### config.mk
export PLATFORM = sky130hd
export DESIGN_NAME = half_float_adder_truncating
export DESIGN_NICKNAME = d
export VERILOG_FILES = /design/src/rtl/hfa_pkg.sv /design/src/rtl/half_float_adder_truncating.sv /design/src/rtl/hfa_align.sv /design/src/rtl/hfa_addsub.sv /design/src/rtl/hfa_norm.sv
export SDC_FILE = /design/constraint.sdc
export NUM_CORES = 1
export LEC_CHECK = 0
export BUFFER_PORTS_ARGS = -buffer_cell sky130_fd_sc_hd__buf_4
export CAP_MARGIN = 10
export CORE_ASPECT_RATIO = 1.75
export CORE_MARGIN = 3
export CORE_UTILIZATION = 55
export CTS_CLUSTER_DIAMETER = 120
export DETAILED_ROUTE_END_ITERATION = 7
export GPL_ROUTABILITY_DRIVEN = 0
export PLACE_DENSITY_LB_ADDON = 0.3
export SLEW_MARGIN = 20
export SYNTH_ARGS = -nofsm -noshare
export SYNTH_HDL_FRONTEND = slang
export SYNTH_SLANG_ARGS = --single-unit
### constraint.sdc
create_clock -name clk_i -period 4.4 [get_ports clk_i]
set_input_delay 0.44 -clock clk_i [delete_from_list [all_inputs] [get_ports clk_i]]
set_output_delay 0.44 -clock clk_i [all_outputs]
set_load 0.05 [all_outputs]
### src/rtl/hfa_pkg.sv
// Package for the truncating binary16 adder: field widths and constants.
// Used by every module of the adder; depends on nothing.
package hfa_pkg;
  localparam int unsigned FracW = 10;
  localparam int unsigned ExpW  = 5;
  localparam int unsigned SigW  = 11;
  localparam logic [ExpW-1:0] ExpMax = 5'h1f;

  typedef struct packed {
    logic            sign;
    logic [ExpW-1:0] expo;
    logic [SigW-1:0] sig;
  } hfa_op_t;
endpackage

### src/rtl/half_float_adder_truncating.sv
// Truncating binary16 adder, three register stages: align, add, normalise.
// Each accepted request passes the align, add and normalise registers in turn before the done strobe.
// Throughput is one request per cycle; busy is never raised and results cannot stall.
// Reset clears the stage valid bits only; no result is pending after reset.
// Depends on hfa_pkg, hfa_align, hfa_addsub and hfa_norm.
module half_float_adder_truncating import hfa_pkg::*; (
  input  logic        clk_i,
  input  logic        rst_ni,
  input  logic        start,
  output logic        busy,
  input  logic [15:0] operand_a_i,
  input  logic [15:0] operand_b_i,
  output logic        done,
  output logic [15:0] sum_bits_o
);
  logic v1, byp1, sub1, ssgn1, v2, byp2, sub2, sgn2;
  logic [15:0] bb1, bb2;
  hfa_op_t big1;
  logic [SigW-1:0] ssig1;
  logic [ExpW-1:0] exp2;
  logic [SigW:0] sum2;

  assign busy = 1'b0;

  hfa_align u_align (
    .clk_i, .rst_ni, .valid_i(start & ~busy), .operand_a_i, .operand_b_i,
    .valid_o(v1), .bypass_o(byp1), .bypass_bits_o(bb1), .eff_sub_o(sub1),
    .big_o(big1), .small_sig_o(ssig1), .small_sign_o(ssgn1)
  );

  hfa_addsub u_addsub (
    .clk_i, .rst_ni, .valid_i(v1), .bypass_i(byp1), .bypass_bits_i(bb1),
    .eff_sub_i(sub1), .big_i(big1), .small_sig_i(ssig1), .small_sign_i(ssgn1),
    .valid_o(v2), .bypass_o(byp2), .bypass_bits_o(bb2), .eff_sub_o(sub2),
    .sign_o(sgn2), .expo_o(exp2), .sum_o(sum2)
  );

  hfa_norm u_norm (
    .clk_i, .rst_ni, .valid_i(v2), .bypass_i(byp2), .bypass_bits_i(bb2),
    .eff_sub_i(sub2), .sign_i(sgn2), .expo_i(exp2), .sum_i(sum2),
    .valid_o(done), .sum_bits_o
  );

`ifndef NO_ASSERTIONS
  a_latency: assert property (@(posedge clk_i) disable iff (!rst_ni)
    start |-> ##3 done) else $error("request did not complete in three cycles");
  a_no_spurious: assert property (@(posedge clk_i) disable iff (!rst_ni)
    done |-> $past(start, 3)) else $error("result without a request");
  a_add_magnitude: assert property (@(posedge clk_i) disable iff (!rst_ni)
    v2 && !sub2 && !byp2 |-> sum2[SigW] || sum2[SigW-1])
    else $error("same-sign sum lost its leading bit");
`endif
endmodule

### src/rtl/hfa_align.sv
// First stage: unpacks both operands, orders them and aligns the smaller one.
// Depends on hfa_pkg.
module hfa_align import hfa_pkg::*; (
  input  logic                clk_i,
  input  logic                rst_ni,
  input  logic                valid_i,
  input  logic [15:0]         operand_a_i,
  input  logic [15:0]         operand_b_i,
  output logic                valid_o,
  output logic                bypass_o,
  output logic [15:0]         bypass_bits_o,
  output logic                eff_sub_o,
  output hfa_op_t             big_o,
  output logic [SigW-1:0]     small_sig_o,
  output logic                small_sign_o
);
  logic valid_q, bypass_q, eff_sub_q, small_sign_q;
  logic [15:0] bypass_bits_q, bypass_bits_d;
  hfa_op_t big_q, big_d;
  logic [SigW-1:0] small_sig_q, small_sig_d;
  logic small_sign_d, bypass_d;
  logic [ExpW-1:0] ea, eb, shift_amt;
  logic [SigW-1:0] ma, mb, ms;
  logic a_big;

  always_comb begin
    ea = operand_a_i[14:10];
    eb = operand_b_i[14:10];
    ma = {1'b1, operand_a_i[9:0]};
    mb = {1'b1, operand_b_i[9:0]};
    a_big = (ea > eb);
    bypass_d = (ea == '0) || (eb == '0);
    if (ea == '0 && eb == '0) begin
      bypass_bits_d = {operand_a_i[15] & operand_b_i[15], 15'd0};
    end else if (ea == '0) begin
      bypass_bits_d = operand_b_i;
    end else begin
      bypass_bits_d = operand_a_i;
    end
    if (a_big) begin
      big_d = '{sign: operand_a_i[15], expo: ea, sig: ma};
      ms = mb;
      shift_amt = ea - eb;
      small_sign_d = operand_b_i[15];
    end else begin
      big_d = '{sign: operand_b_i[15], expo: eb, sig: mb};
      ms = ma;
      shift_amt = eb - ea;
      small_sign_d = operand_a_i[15];
    end
    small_sig_d = (shift_amt > 5'd11) ? '0 : (ms >> shift_amt);
  end

  always_ff @(posedge clk_i or negedge rst_ni) begin
    if (!rst_ni) begin
      valid_q <= 1'b0;
    end else begin
      valid_q <= valid_i;
    end
  end

  always_ff @(posedge clk_i) begin
    bypass_q      <= bypass_d;
    bypass_bits_q <= bypass_bits_d;
    eff_sub_q     <= operand_a_i[15] ^ operand_b_i[15];
    big_q         <= big_d;
    small_sig_q   <= small_sig_d;
    small_sign_q  <= small_sign_d;
  end

  assign valid_o       = valid_q;
  assign bypass_o      = bypass_q;
  assign bypass_bits_o = bypass_bits_q;
  assign eff_sub_o     = eff_sub_q;
  assign big_o         = big_q;
  assign small_sig_o   = small_sig_q;
  assign small_sign_o  = small_sign_q;
endmodule

### src/rtl/hfa_addsub.sv
// Second stage: adds or subtracts the aligned significands.
// Depends on hfa_pkg.
module hfa_addsub import hfa_pkg::*; (
  input  logic            clk_i,
  input  logic            rst_ni,
  input  logic            valid_i,
  input  logic            bypass_i,
  input  logic [15:0]     bypass_bits_i,
  input  logic            eff_sub_i,
  input  hfa_op_t         big_i,
  input  logic [SigW-1:0] small_sig_i,
  input  logic            small_sign_i,
  output logic            valid_o,
  output logic            bypass_o,
  output logic [15:0]     bypass_bits_o,
  output logic            eff_sub_o,
  output logic            sign_o,
  output logic [ExpW-1:0] expo_o,
  output logic [SigW:0]   sum_o
);
  logic valid_q, bypass_q, eff_sub_q, sign_q;
  logic [15:0] bypass_bits_q;
  logic [ExpW-1:0] expo_q;
  logic [SigW:0] sum_q, sum_d;
  logic sign_d;

  always_comb begin
    sign_d = big_i.sign;
    if (!eff_sub_i) begin
      sum_d = {1'b0, big_i.sig} + {1'b0, small_sig_i};
    end else if (big_i.sig >= small_sig_i) begin
      sum_d = {1'b0, big_i.sig - small_sig_i};
    end else begin
      sum_d = {1'b0, small_sig_i - big_i.sig};
      sign_d = small_sign_i;
    end
  end

  always_ff @(posedge clk_i or negedge rst_ni) begin
    if (!rst_ni) begin
      valid_q <= 1'b0;
    end else begin
      valid_q <= valid_i;
    end
  end

  always_ff @(posedge clk_i) begin
    bypass_q      <= bypass_i;
    bypass_bits_q <= bypass_bits_i;
    eff_sub_q     <= eff_sub_i;
    sign_q        <= sign_d;
    expo_q        <= big_i.expo;
    sum_q         <= sum_d;
  end

  assign valid_o       = valid_q;
  assign bypass_o      = bypass_q;
  assign bypass_bits_o = bypass_bits_q;
  assign eff_sub_o     = eff_sub_q;
  assign sign_o        = sign_q;
  assign expo_o        = expo_q;
  assign sum_o         = sum_q;
endmodule

### src/rtl/hfa_norm.sv
// Third stage: normalises the sum, handles overflow, underflow and cancellation.
// Depends on hfa_pkg.
module hfa_norm import hfa_pkg::*; (
  input  logic            clk_i,
  input  logic            rst_ni,
  input  logic            valid_i,
  input  logic            bypass_i,
  input  logic [15:0]     bypass_bits_i,
  input  logic            eff_sub_i,
  input  logic            sign_i,
  input  logic [ExpW-1:0] expo_i,
  input  logic [SigW:0]   sum_i,
  output logic            valid_o,
  output logic [15:0]     sum_bits_o
);
  logic valid_q;
  logic [15:0] res_q, res_d;
  logic [3:0] lz;
  logic [SigW-1:0] nsig;
  logic [ExpW:0] e;

  always_comb begin
    lz = 4'd11;
    for (int i = 0; i < SigW; i++) begin
      if (sum_i[i]) lz = 4'(SigW - 1 - i);
    end
    nsig = sum_i[SigW-1:0] << lz;
    e = {1'b0, expo_i};
    if (bypass_i) begin
      res_d = bypass_bits_i;
    end else if (!eff_sub_i) begin
      if (sum_i[SigW]) begin
        e = e + 6'd1;
        nsig = sum_i[SigW:1];
      end else begin
        nsig = sum_i[SigW-1:0];
      end
      res_d = (e >= {1'b0, ExpMax}) ? {sign_i, ExpMax, 10'd0}
                                     : {sign_i, e[ExpW-1:0], nsig[FracW-1:0]};
    end else if (sum_i == '0) begin
      res_d = '0;
    end else if ({2'b0, lz} >= e) begin
      res_d = {sign_i, 15'd0};
    end else begin
      e = e - {2'b0, lz};
      res_d = (e >= {1'b0, ExpMax}) ? {sign_i, ExpMax, 10'd0}
                                     : {sign_i, e[ExpW-1:0], nsig[FracW-1:0]};
    end
  end

  always_ff @(posedge clk_i or negedge rst_ni) begin
    if (!rst_ni) begin
      valid_q <= 1'b0;
    end else begin
      valid_q <= valid_i;
    end
  end

  always_ff @(posedge clk_i) begin
    res_q <= res_d;
  end

  assign valid_o    = valid_q;
  assign sum_bits_o = res_q;
endmodule
==> impl_metrics.env <==
export IMPL_synthesis_area_per_instance_um2=8.93
export IMPL_design_core_area_um2=10800
export IMPL_critical_path_endpoint_type="register"
export IMPL_netlist_cell_type_count=67
export IMPL_critical_path_cell_by_cell="nor2b_1, o21bai_1, inv_1, a21oi_2, inv_2, ha_1, fa_1, xor2_1, or3_1, o31ai_1, nor3_1, a221oi_1, nand2_1"
export IMPL_finalHoldViolCount=0
export IMPL_tightestPinTransition_ns=0.685
export IMPL_min_delay_path_class="input pin to register"
export IMPL_synth_simple_area_share_pct=13.6
export IMPL_grt_first_pass_wirelength_um=23300
export IMPL_critical_path_n_buffers_inverters=2
export IMPL_hold_slack_ns=0.211
export IMPL_finalSetupViolations=0
export IMPL_pin_count_of_the_biggest_net_entering_global_routing=36
export IMPL_fp_dieW_um=85.5
export IMPL_post_drt_wl_per_cell_um=17.1
export IMPL_route_antenna_remaining_nets=0
export IMPL_postSynth_asyncResetShare_pct=2.97
export IMPL_power_per_cell_area_nw_per_um2=568
export IMPL_cts_htree_levels=3
export IMPL_power_switching_uw=1620
export IMPL_rsz0062_at_grt="false"
export IMPL_post_synth_fa_ha_maj_area_fraction_pct=11.2
export IMPL_leading_post_synthesis_cells_by_cell_area="dfxtp_1 32%, ha_1 9.3%, mux2i_1 6.4%"
export IMPL_die_height_um=145
export IMPL_place_port_buffers=51
export IMPL_min_period_ns=3.63
export IMPL_ioPinCount=53
export IMPL_synth_compound_area_share_pct=19.4
export IMPL_clock_path_buffers=2
export IMPL_via_count=5071
export IMPL_layout_nets=800
export IMPL_clkPwrFrac_pct=20.8
export IMPL_setup_total_negative_slack_ns=0
export IMPL_main_combinational_cell_family_by_area_after_synthesis="compound AO/OA/AOI/OAI gates"
export IMPL_synth_seq_area_share_pct=33.5
export IMPL_required_time_reported_for_the_critical_path_endpoint_ns=4.63
export IMPL_crit_path_top_delay_cell="dfxtp_1"
export IMPL_critical_path_source_type="register"
export IMPL_globalRouteTotalUtil_pct=23.3
export IMPL_area_delta_synth_final_pct=12.0
export IMPL_clkSlewWorstSetupHoldPaths_ns=0.07
export IMPL_fin_crit_sh_pct=82.5
export IMPL_clock_insertion_delay_at_the_later_pin_of_the_skew_report_ns=0.34
export IMPL_cts_resized=0
export IMPL_drt_iter0_drc=232
export IMPL_tritoncts="yes"
export IMPL_maxCapViolations=0
export IMPL_path_class="register to register"
export IMPL_synthesis_nets=767
export IMPL_ys_dominant_reg_cell="dfxtp_1"
export IMPL_drv_slew=0
export IMPL_synth_seq_cells=101
export IMPL_cellInternalPower_uw=2250
export IMPL_critical_path_max_fanout=12
export IMPL_dpl_cell_area_um2=6490
export IMPL_drt_vias_per_instance=5.97
export IMPL_synth_area_um2=6080
export IMPL_ir_drop_uv=444
export IMPL_die_footprint_um2=12400
export IMPL_routed_wirelength_um=14500
export IMPL_final_cell_mix="98 x dfxtp_1, 57 x inv_1, 57 x buf_4, 56 x nor2_1, 45 x ha_1"
export IMPL_critPathArrivalTime_ns=3.86
export IMPL_xor_xnor_share_of_the_synthesized_area_pct=3.00
export IMPL_post_route_cells_drive_above_1_share_pct=15.6
export IMPL_timing_max_slew_rel_slack_pct=54.1
export IMPL_fill_cells=902
export IMPL_num_rows=50
export IMPL_cell_family_with_most_cp_delay="compound AO/OA/AOI/OAI gates"
export IMPL_outcome="finished clean"
export IMPL_swShare_pct=41.9
export IMPL_initial_core_util_pct=56.5
export IMPL_numCtsBuffers=9
export IMPL_clock_skew_final_ns=0.00585
export IMPL_clockRootBuffer="clkbuf_16"
export IMPL_antenna_cells=0
export IMPL_critical_path_max_stage_delay_ns=0.54
export IMPL_first_global_vias=5047
export IMPL_synth_top_area_share_pct=32.2
export IMPL_cts_sinks=101
export IMPL_layout_commonest_cell="dfxtp_1"
export IMPL_finish_instance_area_um2=6810
export IMPL_pwr_share_seq_pct=33.6
export IMPL_residual_drc_count=0
export IMPL_dp_hpwl_um=11500
export IMPL_p_comb_share_pct=45.6
export IMPL_yosys_mux_area_fraction_pct=12.6
export IMPL_final_core_util_pct=63.3
export IMPL_synth_enable_flop_cells=0
export IMPL_synthesis_instances=681
export IMPL_yosys_warnings=0
export IMPL_synth_largest_area_cell="dfxtp_1"
export IMPL_fmax_mhz=276
export IMPL_power_leakage_uw=0.00295
export IMPL_grt_overflow=0
export IMPL_antenna_found_initial=0
export IMPL_drt_first_pass_iters=5
[layout make-up]
cell class / count / area [µm²] / share of cell area, %
multi-input cells: 485 / 3640 / 53.4
inverters: 59 / 221 / 3.25
clock inverters: 7 / 90.1 / 1.32
well taps: 130 / 163 / 2.39
clock buffers: 9 / 225 / 3.31
flip-flops and latches: 101 / 2040 / 29.9
repair buffers: 58 / 438 / 6.43
[flip-flops by register name (all words and copies together) (netlist names), 5 cells and up]
register,count
u_addsub.sum_o,12
u_addsub.expo_o,5
u_align.bypass_bits_o,16
u_norm.sum_bits_o,16
u_align.big_o,16
u_addsub.bypass_bits_o,16
u_align.small_sig_o,11
[cell families after synthesis]
group                    count (synthesis)
AND/OR/NAND/NOR                        175
flip-flops                             101
XOR/XNOR                                20
adder cells (fa/ha/maj)                 51
buffers and inverters                   95
multiplexers                            63
AO/OA/AOI/OAI                          175
other                                    1
[metrics by stage]
stage | std cells | power [µW] | worst slack (ns)
6_report | 849 | 3870 | 0.770
5_1_grt | 849 | 4090 | 0.502
4_1_cts | 849 | 3860 | 0.832
3_5_place_dp | 832 | 3050 | 0.813
3_3_place_gp | 832 | 3010 | 0.921
2_1_floorplan | 681 | 2610 | 1.20
[Yosys cell counts (6+ instances only)]
master	n
clkbuf_1	23
a21oi_1	44
o21ai_0	43
nand2b_1	11
mux2i_1	39
inv_1	57
fa_1	6
xnor2_1	13
nor3_1	22
nor2_1	56
a211oi_1	9
dfxtp_1	98
o211ai_1	9
nor2b_1	9
nand3_1	11
mux2_2	16
buf_2	6
ha_1	45
xor2_1	6
a22o_1	10
nand2_1	41
[repair_timing]
item / CTS / global route
buffers inserted: 0 / 0
hold buffers: 1 / 0
endpoints found under the hold margin: 3 / 0
[layer usage]
layer | vias up | GRT usage [%] | share of wire (%)
met5 | - | 0 | 0
met4 | 0 | 16.7 | 6.7
met3 | 66 | 2.95 | 4.1
met2 | 209 | 41.2 | 52
met1 | 2332 | 24.6 | 37
li1 | 2464 | - | -
[path summary, 6_finish.rpt]
kind                                           start                          to  slack (ns)  cells past startpoint
max                                u_addsub.sum_o[8]        u_norm.sum_bits_o[5]        0.77                     13
min                                            start             u_align.valid_o        0.21                      1
max reg2reg                        u_addsub.sum_o[8]        u_norm.sum_bits_o[5]        0.77                     13
min reg2reg                u_align.bypass_bits_o[10]  u_addsub.bypass_bits_o[10]        0.33                      0
max in group asynchronous                     rst_ni             u_align.valid_o        3.89                      2
min in group asynchronous                     rst_ni              u_norm.valid_o        0.42                      2
[power groups by stage]
stage / clock network (µW) / logic [µW] / registers (µW)
after floorplan: 0 / 1160 / 1450
after global placement: 0 / 1700 / 1310
after detailed placement: 0 / 1740 / 1320
after CTS: 820 / 1740 / 1300
after global routing: 854 / 1910 / 1340
final: 805 / 1760 / 1300
Note: power is estimated with default switching activity, not from simulation.
